$ cat src/rtl/vector3_alu_defines.svh
`ifndef VECTOR3_ALU_DEFINES_SVH
`define VECTOR3_ALU_DEFINES_SVH

// Same-cycle implication, clocked by i_clk, off while i_rst_n is low.
`define V3A_AST_IMP(lbl, ante, cons, msg) \
    lbl: assert property (@(posedge i_clk) disable iff (!i_rst_n) (ante) |-> (cons)) \
        else $error(msg);

// Next-cycle implication.
`define V3A_AST_NXT(lbl, ante, cons, msg) \
    lbl: assert property (@(posedge i_clk) disable iff (!i_rst_n) (ante) |=> (cons)) \
        else $error(msg);

`endif

$ cat src/rtl/v3a_pkg.sv
package v3a_pkg;

    localparam int CW       = 32;            // component width
    localparam int FB       = 16;            // fraction bits
    localparam int PW       = 2 * CW;        // product width
    localparam int XW       = PW + 2;        // widest combined value
    localparam int RW       = CW + 2;        // sqrt remainder
    localparam int DW       = CW + 1;        // divider remainder
    localparam int QW       = FB + 1;        // normalized component magnitude
    localparam int SQ_STEPS = CW;
    localparam int DV_STEPS = QW;
    localparam int SIDE_LEN = SQ_STEPS + 1 + DV_STEPS;

    localparam logic [2:0] CMD_SUM   = 3'd0;
    localparam logic [2:0] CMD_SCALE = 3'd1;
    localparam logic [2:0] CMD_DOT   = 3'd2;
    localparam logic [2:0] CMD_CROSS = 3'd3;
    localparam logic [2:0] CMD_MAG   = 3'd4;
    localparam logic [2:0] CMD_NORM  = 3'd5;

    localparam logic [XW-1:0] HALF    = XW'(1) << (FB - 1);
    localparam logic [XW-1:0] NEG_LIM = XW'(1) << (CW - 1);
    localparam logic [XW-1:0] POS_LIM = (XW'(1) << (CW - 1)) - XW'(1);
    localparam logic [CW-1:0] MAX_POS = {1'b0, {(CW-1){1'b1}}};
    localparam logic [CW-1:0] MIN_NEG = {1'b1, {(CW-1){1'b0}}};

    typedef struct packed {
        logic [CW-1:0] x;
        logic [CW-1:0] y;
        logic [CW-1:0] z;
        logic [CW-1:0] sc;
        logic          zero;
        logic          sat;
    } t_res;

    typedef struct packed {
        logic [PW-1:0] rad;
        logic [RW-1:0] rem;
        logic [CW-1:0] root;
    } t_sq;

    typedef struct packed {
        logic [CW-1:0]         m;
        logic [2:0][DW-1:0]    r;
        logic [2:0][QW-1:0]    q;
    } t_dv;

    typedef struct packed {
        logic               v;
        logic [2:0]         cmd;
        t_res               res;
        logic [2:0]         neg;
        logic [2:0][CW-1:0] mag;
    } t_side;

    typedef struct packed {
        logic [CW-1:0] val;
        logic          sat;
    } t_rs;

    // Round to nearest (ties away from zero) when rnd, then clip to CW bits.
    function automatic t_rs rnd_sat(input logic [XW-1:0] v, input logic rnd);
        logic [XW-1:0] mg;
        logic [XW-1:0] rm;
        t_rs           r;
        mg = v[XW-1] ? (~v + XW'(1)) : v;
        rm = rnd ? ((mg + HALF) >> FB) : mg;
        if (v[XW-1]) begin
            r.sat = rm > NEG_LIM;
            r.val = r.sat ? MIN_NEG : (~rm[CW-1:0]) + CW'(1);
        end else begin
            r.sat = rm > POS_LIM;
            r.val = r.sat ? MAX_POS : rm[CW-1:0];
        end
        return r;
    endfunction

endpackage

$ cat src/rtl/v3a_sqrt_cell.sv
module v3a_sqrt_cell import v3a_pkg::*; (
    input  logic i_clk,
    input  logic i_en,
    input  t_sq  i_d,
    output t_sq  o_q
);

    t_sq             r_q;
    t_sq             n_q;
    logic [RW+1:0]   cur;
    logic [RW+1:0]   trial;
    logic            ge;

    // one root bit per cell: bring down two radicand bits, try (root<<2)|1
    always_comb begin
        cur        = {i_d.rem, i_d.rad[PW-1 -: 2]};
        trial      = (RW+2)'({i_d.root, 2'b01});
        ge         = cur >= trial;
        n_q.rem    = RW'(ge ? (cur - trial) : cur);
        n_q.root   = {i_d.root[CW-2:0], ge};
        n_q.rad    = i_d.rad << 2;
    end

    always_ff @(posedge i_clk) begin
        if (i_en) begin
            r_q <= n_q;
        end
    end

    assign o_q = r_q;

endmodule

$ cat config.mk
export PLATFORM = sky130hd
export DESIGN_NAME = v3a_sqrt_cell
export DESIGN_NICKNAME = d
export VERILOG_FILES = /design/src/rtl/vector3_alu_defines.svh /design/src/rtl/v3a_pkg.sv /design/src/rtl/v3a_sqrt_cell.sv
export SDC_FILE = /design/constraint.sdc
export NUM_CORES = 1
export LEC_CHECK = 0
export BUFFER_PORTS_ARGS = -buffer_cell sky130_fd_sc_hd__buf_2
export CAP_MARGIN = 20
export CELL_PAD_IN_SITES_DETAIL_PLACEMENT = 0
export CELL_PAD_IN_SITES_GLOBAL_PLACEMENT = 1
export CORE_AREA = 5 5 145 147
export CTS_CLUSTER_DIAMETER = 100
export DETAILED_ROUTE_END_ITERATION = 8
export DIE_AREA = 0 0 150 152
export PLACE_DENSITY_LB_ADDON = 0.25
export SETUP_SLACK_MARGIN = 0.1
export SLEW_MARGIN = 40
export SYNTH_ARGS = -nofsm -noshare
export SYNTH_HDL_FRONTEND = slang
export SYNTH_SLANG_ARGS = --single-unit
$ cat constraint.sdc
create_clock -name i_clk -period 2.08 [get_ports i_clk]
set_input_delay 0 -clock i_clk [delete_from_list [all_inputs] [get_ports i_clk]]
set_output_delay 0 -clock i_clk [all_outputs]
set_load 0.03 [all_outputs]
==> qor.yml <==
routing:
  wl_per_cell_um: 16.3
  drt-initial-drc-count: 236
  dr.pass1.iters: 4
  via_per_inst: 4.54
  remaining_drc_errors: 0
  via_count: 5929
  drt_wl_total_mm: 21.3
  ant_nets: 0
floorplanning:
  coreArea_um2: 19800
  row_count: 52
  ios: 262
  dieHeight_um: 152
  die_x_um: 150
  die-area_um2: 22800
  initial_core_util_pct: 31.9
placement:
  portBuffers: 259
  post-dp-hpwl_mm: 14.4
  place.gp.congestion: 0.808
grt:
  grt_use_total_pct: 17.2
  antenna_found_initial: 0
  grt_pass1_wl_mm: 31.4
  grt-ovfl-total: 0
  grt_pass1_vias: 6165
  grt_max_degree: 53
clock_tree:
  cts.sinks: 128
  clock_path_buffers: 2
  cts_tree: "done"
  path_clk_slew_ns: 0.06
  clockRootBuffer: "clkbuf_16"
  htree_levels: 4
  cts_buffers: 17
layout:
  final_nets: 1189
  insertedDiodeCount: 0
  largest_reg_flops: 128
  multi_input_area_um2: 2710
  seq_area_um2: 3840
  syn2layout_area_growth_pct: 80.1
  fillCellCount: 1698
  drive_above_1_share_pct: 49.5
timing:
  max_freq_mhz: 513
  period_share_pct: 93.7
  fin_hold_ws_ns: 0.0137
  relSlewSlack_pct: 54.9
  min_period_ns: 1.95
  finalMaxSlewViolations: 0
  worst_pin_slew_ns: 0.671
  tns_ns: 0
  setup_viol: 0
  grt_setup_unrepaired: "true"
  hold_viol: 0
yosys:
  synth_cell_types: 62
  synth_enable_flop_cells: 128
  synth_top_cell_by_area: "edfxtp_1"
  seq_area_frac_synth_pct: 60.9
  synth_top_cells_by_area: "edfxtp_1, ha_1, nand2_1"
  synth-async-reset-ratio_pct: 0
  syn-cell-area_um2: 6310
  synth_top_cell_area_share_pct: 60.9
  synth-seq-cells: 128
  synth_cells: 507
  avgSynthCellArea_um2: 12.5
  synth_ff_type: "edfxtp_1"
  yosys_warnings: 0
power_and_ir_drop:
  p_sw_share_pct: 30.1
  p_comb_share_pct: 28.3
  clkPwrFrac_pct: 35.1
  power.leakage_nw: 5.06
  power_density_nw_per_um2: 775
  irDropWorstVdd_mv: 0.538
  power_frac_seq_pct: 36.6
  p_sw_w: 0.00265
  intPower_w: 0.00616
run:
  maxCapViolations: 0
critical_path:
  path_cells: "buf_2 -> ha_4 -> a21o_1 -> o41ai_4 -> o211ai_1 -> a211oi_2 -> o21a_4 -> clkinv_4 -> mux2_4"
  crit_required_ns: 2.25
  critPathMaxFanout: 6
  end_kind: "flip-flop"
  worstPathArrival_ns: 2.12
  path_class: "primary input to flip-flop"
  cp_slowest_cell: "o41ai_4"
  start_kind: "primary input"
  critPathMaxStageDelay_ns: 0.34
status:
  status: "complete, no violations"
worst_hold_path:
  hold_class: "primary input to flip-flop"
through the flow:
step           std cells  total power [W]  area, um2  setup slack (ns)  util (%)
2_1_floorplan        508          0.00452       6550          -0.00220         -
3_3_place_gp        1128          0.00535       8930            -0.507      45.1
3_5_place_dp        1128          0.00538       8930            -0.525      45.1
4_1_cts             1289          0.00875      10900             0.104      55.1
5_1_grt             1305          0.00923      11400            0.0375      57.5
6_report            1305          0.00881      11400             0.131      57.5
final cells by class:
type	count	share of cell area [%]
sequential	128	33.8
timing repair buffer	511	32.6
multi-input combinational	322	23.8
clock buffer	17	3.74
tap	270	2.97
clock inverter	14	1.58
inverter	43	1.57
path summary, 6_finish.rpt:
check	startpoint	to	slack, ns	cells after the start
setup / recovery	i_d[39]	o_q[59]$_DFFE_PP_	0.13	9
hold / removal	i_d[33]	o_q[35]$_DFFE_PP_	0.01	4
layout by cell type, fill, tap and decap left out, types with 5 or more instances in the layout:
| cell | count |
|---|---|
| xor2_1 | 13 |
| nand4_1 | 6 |
| xnor2_1 | 14 |
| ha_1 | 16 |
| o21ai_2 | 9 |
| inv_1 | 33 |
| buf_4 | 117 |
| nor2_1 | 14 |
| a21oi_1 | 23 |
| nand2b_1 | 5 |
| a21o_1 | 18 |
| dlygate4sd3_1 | 125 |
| nand2_2 | 8 |
| o21ai_0 | 21 |
| nand2_4 | 5 |
| buf_12 | 5 |
| inv_2 | 6 |
| ha_4 | 16 |
| clkbuf_16 | 21 |
| buf_6 | 8 |
| o21ai_1 | 16 |
| edfxtp_1 | 128 |
| buf_2 | 251 |
| nor3_1 | 7 |
| nand2_1 | 45 |
worst max-delay path, delay by kind of cell:
kind / cells / cell delay, ns
AO/OA/AOI/OAI: 5 / 1.34
multiplexers: 1 / 0.30
adder cells (fa/ha/maj): 1 / 0.27
buffers and inverters: 2 / 0.20
power by group through the flow:
stage | Clock, W | Combinational (W) | Sequential (W)
after floorplan | 0 | 0.000702 | 0.00382
after global placement | 0 | 0.00208 | 0.00328
after detailed placement | 0 | 0.00210 | 0.00328
after CTS | 0.00318 | 0.00234 | 0.00323
after global routing | 0.00331 | 0.00267 | 0.00325
final | 0.00309 | 0.00249 | 0.00323
cell usage after synthesis, types with 2 or more instances:
library cell,number
o21ai_1,4
and3_2,3
o31ai_1,4
o41ai_2,3
a31oi_1,4
nand3_1,6
a21oi_1,28
o31a_1,2
o221ai_1,2
clkbuf_1,4
a21o_1,19
nor2_1,18
buf_2,6
nand4_1,6
mux2i_1,4
nor3_1,10
clkbuf_2,2
buf_4,2
edfxtp_1,128
and2_2,2
and3_1,2
o211ai_1,2
o21a_1,3
xor2_1,13
a21boi_0,2
xnor2_1,14
ha_1,34
inv_1,42
a31o_1,2
nand2_1,58
nand2b_1,5
o21ai_0,41
and2_1,3
kinds of logic after synthesis:
group	share of synthesized area (%)
other	0.0594
adders and majority gates	6.74
xor gates and xnor gates	3.74
and+or+nand+nor	8.88
DFF	60.9
buffers and inverters	4.08
AOI/OAI and AO/OA	14.8
muxes	0.872
per-layer routing:
layer	track usage, %	share of wire [%]	up-vias
met5	0	0	-
met4	4.14	1.4	0
met3	4.59	6.6	18
met2	30.8	50	202
met1	20.5	42	2801
li1	-	-	2908
timing repair:
action,CTS,global route
pin swaps,7,26
gates resized for setup,16,75
hold buffers,125,0
cloned,1,6
setup buffers,4,10
setup endpoints to repair,33,35
endpoints found under the hold margin,158,0
No activity file was read; power rests on OpenSTA's default activity.
