## src/rtl/vector3_alu_defines.svh

```systemverilog
`ifndef VECTOR3_ALU_DEFINES_SVH
`define VECTOR3_ALU_DEFINES_SVH

// Same-cycle implication, clocked by i_clk, off while i_rst_n is low.
`define V3A_AST_IMP(lbl, ante, cons, msg) \
    lbl: assert property (@(posedge i_clk) disable iff (!i_rst_n) (ante) |-> (cons)) \
        else $error(msg);

// Next-cycle implication.
`define V3A_AST_NXT(lbl, ante, cons, msg) \
    lbl: assert property (@(posedge i_clk) disable iff (!i_rst_n) (ante) |=> (cons)) \
        else $error(msg);

`endif

```

## src/rtl/v3a_pkg.sv

```systemverilog
package v3a_pkg;

    localparam int CW       = 32;            // component width
    localparam int FB       = 16;            // fraction bits
    localparam int PW       = 2 * CW;        // product width
    localparam int XW       = PW + 2;        // widest combined value
    localparam int RW       = CW + 2;        // sqrt remainder
    localparam int DW       = CW + 1;        // divider remainder
    localparam int QW       = FB + 1;        // normalized component magnitude
    localparam int SQ_STEPS = CW;
    localparam int DV_STEPS = QW;
    localparam int SIDE_LEN = SQ_STEPS + 1 + DV_STEPS;

    localparam logic [2:0] CMD_SUM   = 3'd0;
    localparam logic [2:0] CMD_SCALE = 3'd1;
    localparam logic [2:0] CMD_DOT   = 3'd2;
    localparam logic [2:0] CMD_CROSS = 3'd3;
    localparam logic [2:0] CMD_MAG   = 3'd4;
    localparam logic [2:0] CMD_NORM  = 3'd5;

    localparam logic [XW-1:0] HALF    = XW'(1) << (FB - 1);
    localparam logic [XW-1:0] NEG_LIM = XW'(1) << (CW - 1);
    localparam logic [XW-1:0] POS_LIM = (XW'(1) << (CW - 1)) - XW'(1);
    localparam logic [CW-1:0] MAX_POS = {1'b0, {(CW-1){1'b1}}};
    localparam logic [CW-1:0] MIN_NEG = {1'b1, {(CW-1){1'b0}}};

    typedef struct packed {
        logic [CW-1:0] x;
        logic [CW-1:0] y;
        logic [CW-1:0] z;
        logic [CW-1:0] sc;
        logic          zero;
        logic          sat;
    } t_res;

    typedef struct packed {
        logic [PW-1:0] rad;
        logic [RW-1:0] rem;
        logic [CW-1:0] root;
    } t_sq;

    typedef struct packed {
        logic [CW-1:0]         m;
        logic [2:0][DW-1:0]    r;
        logic [2:0][QW-1:0]    q;
    } t_dv;

    typedef struct packed {
        logic               v;
        logic [2:0]         cmd;
        t_res               res;
        logic [2:0]         neg;
        logic [2:0][CW-1:0] mag;
    } t_side;

    typedef struct packed {
        logic [CW-1:0] val;
        logic          sat;
    } t_rs;

    // Round to nearest (ties away from zero) when rnd, then clip to CW bits.
    function automatic t_rs rnd_sat(input logic [XW-1:0] v, input logic rnd);
        logic [XW-1:0] mg;
        logic [XW-1:0] rm;
        t_rs           r;
        mg = v[XW-1] ? (~v + XW'(1)) : v;
        rm = rnd ? ((mg + HALF) >> FB) : mg;
        if (v[XW-1]) begin
            r.sat = rm > NEG_LIM;
            r.val = r.sat ? MIN_NEG : (~rm[CW-1:0]) + CW'(1);
        end else begin
            r.sat = rm > POS_LIM;
            r.val = r.sat ? MAX_POS : rm[CW-1:0];
        end
        return r;
    endfunction

endpackage

```

## src/rtl/v3a_div_cell.sv

```systemverilog
module v3a_div_cell import v3a_pkg::*; (
    input  logic i_clk,
    input  logic i_en,
    input  t_dv  i_d,
    output t_dv  o_q
);

    t_dv              r_q;
    t_dv              n_q;
    logic [DW-1:0]    dm;
    logic [DW-1:0]    t;
    logic             ge;

    // one quotient bit per cell on three lanes sharing the divisor;
    // remainder leaves already doubled for the next bit
    always_comb begin
        dm      = DW'(i_d.m);
        n_q.m   = i_d.m;
        t       = '0;
        ge      = 1'b0;
        for (int k = 0; k < 3; k++) begin
            ge        = i_d.r[k] >= dm;
            t         = ge ? (i_d.r[k] - dm) : i_d.r[k];
            n_q.r[k]  = {t[DW-2:0], 1'b0};
            n_q.q[k]  = {i_d.q[k][QW-2:0], ge};
        end
    end

    always_ff @(posedge i_clk) begin
        if (i_en) begin
            r_q <= n_q;
        end
    end

    assign o_q = r_q;

endmodule

```

## config.mk

```make
export PLATFORM = sky130hd
export DESIGN_NAME = v3a_div_cell
export DESIGN_NICKNAME = d
export VERILOG_FILES = /design/src/rtl/vector3_alu_defines.svh /design/src/rtl/v3a_pkg.sv /design/src/rtl/v3a_div_cell.sv
export SDC_FILE = /design/constraint.sdc
export NUM_CORES = 1
export LEC_CHECK = 0
export ABC_AREA = 1
export BUFFER_PORTS_ARGS = -buffer_cell sky130_fd_sc_hd__buf_2
export CORE_MARGIN = 2
export CORE_UTILIZATION = 59
export CTS_CLUSTER_DIAMETER = 50
export DETAILED_ROUTE_END_ITERATION = 12
export GPL_TIMING_DRIVEN = 1
export PLACE_DENSITY = 0.92
export SYNTH_ARGS = -nofsm -noshare
export SYNTH_HDL_FRONTEND = slang
export SYNTH_SLANG_ARGS = --single-unit
```

## constraint.sdc

```tcl
create_clock -name i_clk -period 4.24 [get_ports i_clk]
set_clock_uncertainty 0.05 [all_clocks]
set_input_delay 0.212 -clock i_clk [delete_from_list [all_inputs] [get_ports i_clk]]
set_output_delay 0.212 -clock i_clk [all_outputs]
set_load 0.005 [all_outputs]
```

==> out/qor.yml, run 1 <==
placement:
  io_buffer_count: 359
  gp_congestion: 1.01
  place_hpwl_mm: 40.4
  pre_cts_slack_ns: 1.30
global_routing:
  grt_overflow: 0
  grt_pass1_wl_mm: 83.0
  antenna_found_initial: 4
  grt_pass1_vias: 15151
  grt_max_degree: 81
  grt.total_usage: 0.419
layout:
  area_growth_pct: 23.4
  multi_input_area_sq_um: 7500
  finalNetCount: 2837
  drive_above_1_share: 0.178
  regArea_sq_um: 5380
  finish.utilization: 0.742
  num-fill-cells: 1918
  largest_register_ffs: 179
synthesis:
  synth_area_leader_cell: "edfxtp_1"
  synthArstFlopShare: 0
  synthCells: 2123
  synthAdderAreaFrac: 0.0860
  synth_seq_area_share: 0.367
  synth_mux_area_frac: 0
  synth_top_area_frac: 0.367
  synthTopCellsByArea: "edfxtp_1 37%, nand2_1 23%, inv_1 10%"
  yosys_warnings: 0
  synth.most_common_cell: "nand2_1"
  ys_top_cells_by_count: "882 x nand2_1, 409 x inv_1, 179 x edfxtp_1"
  syn_area_sq_um: 14700
  synth-seq-cells: 179
  synth_edf_count: 179
  avgSynthCellArea_sq_um: 6.91
  synth_top_family_by_area: "simple AND/OR/NAND/NOR gates"
  synthSimpleGateAreaFrac: 0.375
  synth_compound_area_frac: 0.0244
  synth_flop_cell: "edfxtp_1"
  synth_cell_type_count: 33
  synth_xor_area_frac: 0.0251
power:
  p_leak_uw: 0.0102
  cellPowerDensity_nw_per_um2: 326
  p_total_uw: 5900
  ir_drop_mv: 0.308
clocking:
  ctsRootBufferMaster: "clkbuf_16"
  cts_buffers: 17
  tritoncts: "built"
  cts_num_sinks: 179
  clock_path_buffers: 2
  htreeDepth: 4
  clkTransAtPathRegs_ns: 0.09
min_path:
  min_to: "o_q[123]"
  hold_depth: 3
  hold_path.class: "input pin to flip-flop"
  hp-start: "i_d[122]"
detailed_routing:
  topRoutingLayerUsed: "met4"
  first_iter_violations: 1746
  routed-wl-met2_mm: 25.8
  wl_met3_mm: 5.89
  wirelength_met1_mm: 19.7
  drtPass1Iterations: 6
  ant_nets: 0
  viasPerCell: 5.46
  route.detailed.drc: 0
  wl_per_cell_um: 19.1
  drt-total-wl_mm: 55.5
  routed-via-count: 15826
setup_path:
  cp.required_ns: 4.39
  path_class: "input pin to flip-flop"
  arrival_ns: 3.42
  start_kind: "input pin"
  critPathMaxFanout: 35
  critPathCaptureType: "flip-flop"
sta:
  hold_violations: 0
  setup_violations: 0
  relSlewSlack: 0.456
  rsz0062_at_grt: "no"
  clock.fmax_mhz: 305
  period_minus_slack_ns: 3.28
  worst_pin_slew_ns: 0.816
  timing.final.ws_setup_ns: 0.964
  fin_tns_setup_ns: 0
  period_share: 0.773
  slew_violations: 0
floorplanning:
  core.rowCount: 57
  die_w_um: 162
  num_io_pins: 366
  core_sq_um: 24400
  dieArea_sq_um: 26100
  floorplan.initialDensity: 0.601
  die_h_um: 162
flow_run:
  cap_violations: 0
run_status:
  status: "finished, final reports clean"
==> critical path: stages <==
cell and delay (ns):
dlygate4sd3_1 0.56, buf_2 0.16, inv_1 0.34, ha_1 0.38, nand2_1 0.20, inv_1 0.06
nand2_1 0.06, nand2_1 0.07, inv_1 0.06, nand2_1 0.06, inv_1 0.08, nand2_2 0.08
nand2_4 0.36, nand2_8 0.27, o21ai_0 0.46
==> how the worst max path moves through the flow <==
stage | startpoint | endpoint | depth (start not counted)
floorplan | i_d[154] | o_q[136] | 14
global placement | i_d[166] | o_q[86] | 14
detailed placement | i_d[166] | o_q[86] | 14
CTS | i_d[166] | o_q[86] | 15
global route | i_d[165] | o_q[86] | 15
finish | i_d[165] | o_q[86] | 15
==> metal layers <==
metal / up-vias / GRT usage
met5: - / 0
met3: 277 / 0.107
li1: 7466 / -
met4: 0 / 0.265
met2: 1039 / 0.703
met1: 7044 / 0.480
==> area by class of cell <==
class	instances	share of cell area
Timing Repair Buffer	442	0.145
Inverter	412	0.0855
Multi-Input combinational cell	1502	0.414
Antenna cell	8	0.00111
Clock inverter	15	0.0113
Tap cell	324	0.0224
Sequential cell	179	0.297
Clock buffer	17	0.0235
==> cell families (layout without fill, tap and decap cells) <==
| kind of cell | count (synthesis) | count (layout) |
|---|---|---|
| and+or+nand+nor | 1289 | 1289 |
| buffers and inverters | 444 | 886 |
| DFF | 179 | 179 |
| adders and majority gates | 99 | 99 |
| AOI/OAI and AO/OA | 69 | 69 |
| xor gates and xnor gates | 42 | 42 |
| other | 1 | 11 |
==> cells in the final DEF (no fill, tap or decap), types with 3 or more instances in the layout <==
cell,instances
a21oi_1,61
and2_1,15
buf_2,358
buf_4,5
clkbuf_16,17
clkinv_8,6
conb_1,3
diode_2,8
dlygate4sd3_1,78
edfxtp_1,179
fa_1,3
ha_1,96
inv_1,409
inv_12,3
inv_2,3
nand2_1,882
nand2_2,13
nand2_4,10
nand3_1,175
nand3_2,13
nand3b_1,11
nand4_1,11
nor2_1,117
nor2_2,9
nor2_4,3
nor3_1,21
o21ai_0,3
o21bai_1,5
xnor2_1,3
xor2_1,39
==> power by group <==
part / leakage [uW] / switching, uW / internal, uW
combinational: 0.00816 / 1230 / 678
sequential: 0.00175 / 67.4 / 2210
clock: 0.000302 / 901 / 820
==> per-stage QoR <==
stage,instances,instance area (sq um),hold slack [ns]
6_report,2899,18100,0.0425
5_1_grt,2894,18100,0.0188
4_1_cts,2891,18100,0.0340
3_5_place_dp,2781,16700,0.341
3_3_place_gp,2781,16700,0.339
2_1_floorplan,2125,14700,0.261
==> repair_timing <==
action / CTS / global route
hold buffers: 78 / 0
buffers inserted: 0 / 0
gates resized for setup: 0 / 0
endpoints found under the setup margin: 0 / 0
endpoints found under the hold margin: 78 / 0
No activity file was read; power rests on OpenSTA's default activity.
==> run 2: changes to the inputs <==
--- a/config.mk
+++ b/config.mk
@@ -8,11 +8,11 @@
 export ABC_AREA = 1
 export BUFFER_PORTS_ARGS = -buffer_cell sky130_fd_sc_hd__buf_2
 export CORE_MARGIN = 2
-export CORE_UTILIZATION = 59
+export CORE_UTILIZATION = 50
 export CTS_CLUSTER_DIAMETER = 50
 export DETAILED_ROUTE_END_ITERATION = 12
 export GPL_TIMING_DRIVEN = 1
-export PLACE_DENSITY = 0.92
+export PLACE_DENSITY = 0.84
 export SYNTH_ARGS = -nofsm -noshare
 export SYNTH_HDL_FRONTEND = slang
 export SYNTH_SLANG_ARGS = --single-unit
==> constraint.sdc (replaced) <==
create_clock -name i_clk -period 3.01 [get_ports i_clk]
set_clock_uncertainty 0.05 [all_clocks]
set_input_delay 0.1505 -clock i_clk [delete_from_list [all_inputs] [get_ports i_clk]]
set_output_delay 0.1505 -clock i_clk [all_outputs]
set_load 0.005 [all_outputs]
==> run 2 against run 1 <==
Final area is 4.5% higher. Power is 41% higher. Non-clock buffer count is 85 higher. Via count is 1.9% lower. Critical path type unchanged. Largest power group unchanged.
==> out/qor.yml, run 2 (same netlist as run 1, synthesis figures left out) <==
run_status:
  status: "finished, final reports clean"
detailed_routing:
  route.detailed.drc: 0
  drt-total-wl_mm: 54.5
  routed-via-count: 15519
  first_iter_violations: 1240
  drtPass1Iterations: 6
  ant_nets: 0
  viasPerCell: 5.11
  wl_per_cell_um: 18.0
floorplanning:
  die_h_um: 175
  core_sq_um: 28800
  dieArea_sq_um: 30700
  core.rowCount: 62
  die_w_um: 175
  floorplan.initialDensity: 0.509
  num_io_pins: 366
power:
  p_leak_uw: 0.0106
  ir_drop_mv: 0.294
  cellPowerDensity_nw_per_um2: 439
  p_total_uw: 8310
setup_path:
  critPathCaptureType: "flip-flop"
  arrival_ns: 2.94
  critPathMaxFanout: 32
  start_kind: "input pin"
  critPathLaunch: "i_d[158]"
  cp.required_ns: 3.16
  path_class: "input pin to flip-flop"
placement:
  place_hpwl_mm: 42.8
  io_buffer_count: 359
  gp_congestion: 0.958
sta:
  setup_violations: 0
  hold_violations: 0
  period_minus_slack_ns: 2.79
  period_share: 0.928
  clock.fmax_mhz: 358
  worst_pin_slew_ns: 0.991
  relSlewSlack: 0.338
  rsz0062_at_grt: "no"
  slew_violations: 0
  fin_tns_setup_ns: 0
min_path:
  hold_path.class: "input pin to flip-flop"
  hp-start: "i_d[141]"
global_routing:
  grt_max_degree: 63
  grt_overflow: 0
  antenna_found_initial: 0
  grt_pass1_vias: 14507
  grt_pass1_wl_mm: 81.3
  grt.total_usage: 0.349
flow_run:
  cap_violations: 0
clocking:
  ctsRootBufferMaster: "clkbuf_16"
  htreeDepth: 4
  cts_buffers: 17
  clkTransAtPathRegs_ns: 0.08
  cts_num_sinks: 179
  tritoncts: "built"
  clock_path_buffers: 2
  post_cts_resize_count: 0
layout:
  antenna_cells: 0
  drive_above_1_share: 0.188
  layout_commonest_cell: "nand2_1"
  largest_register_ffs: 179
  final_cell_mix: "882 x nand2_1, 409 x inv_1, 358 x buf_2"
  finish.utilization: 0.657
  finalNetCount: 2923
  area_growth_pct: 29.0
-- run 2: cell count changes in the layout (fill, tap and decap cells not counted), moves of 4 or more --
cell	before	now
clkinvlp_4	0	4
dlygate4sd3_1	78	121
buf_4	5	45
inv_8	2	7
diode_2	8	0
-- run 2: stage by stage --
stage	cells	worst slack, ns	hold WS, ns	cell area, sq um
after floorplan	2125	1.17	0.199	14700
after global placement	2881	0.0482	0.277	17100
after detailed placement	2881	0.0161	0.279	17100
after CTS	3034	0.00207	0.000689	18900
after global routing	3037	0.0958	0.00360	18900
final	3037	0.217	0.00791	18900
-- run 2: path summary, 6_finish.rpt --
path,endpoint,slack (ns),depth (start not counted)
max,o_q[125],0.22,15
min,o_q[142],0.008,3
-- run 2: final cells by class --
class | count | area, sq um
clock buffers | 17 | 425
clock inverters | 15 | 188
fillers | 2576 | 9870
inverters | 412 | 1550
multi-input cells | 1503 | 7510
flip-flops and latches | 179 | 5380
well taps | 384 | 480
repair buffers | 527 | 3390
-- run 2: where the power goes --
part / switching (uW) / total (uW) / internal [uW]
Clock: 1160 / 2360 / 1200
Sequential: 101 / 3220 / 3120
Combinational: 1700 / 2730 / 1030
-- run 2: critical path, stage by stage --
cell	delay, ns
dlygate4sd3_1	0.53
buf_2	0.12
inv_1	0.13
buf_4	0.19
ha_1	0.34
nand2_1	0.14
nor2_2	0.22
nand2_1	0.13
nor2_1	0.22
nand2_1	0.11
nand3_2	0.10
nor2_4	0.05
buf_4	0.25
nand3_1	0.15
nand2_1	0.07
-- run 2: timing repair --
item | 4_1_cts | 5_1_grt
endpoints found under the setup margin | 0 | 34
setup buffers | 0 | 2
endpoints found under the hold margin | 121 | 0
hold buffers | 121 | 0
-- run 2: routing by layer --
layer,GRT usage,wire length (um),part of all wire
met5,0,0,0
met3,0.0459,4040,0.074
met2,0.599,25900,0.47
met4,0.153,2470,0.045
met1,0.438,22100,0.41
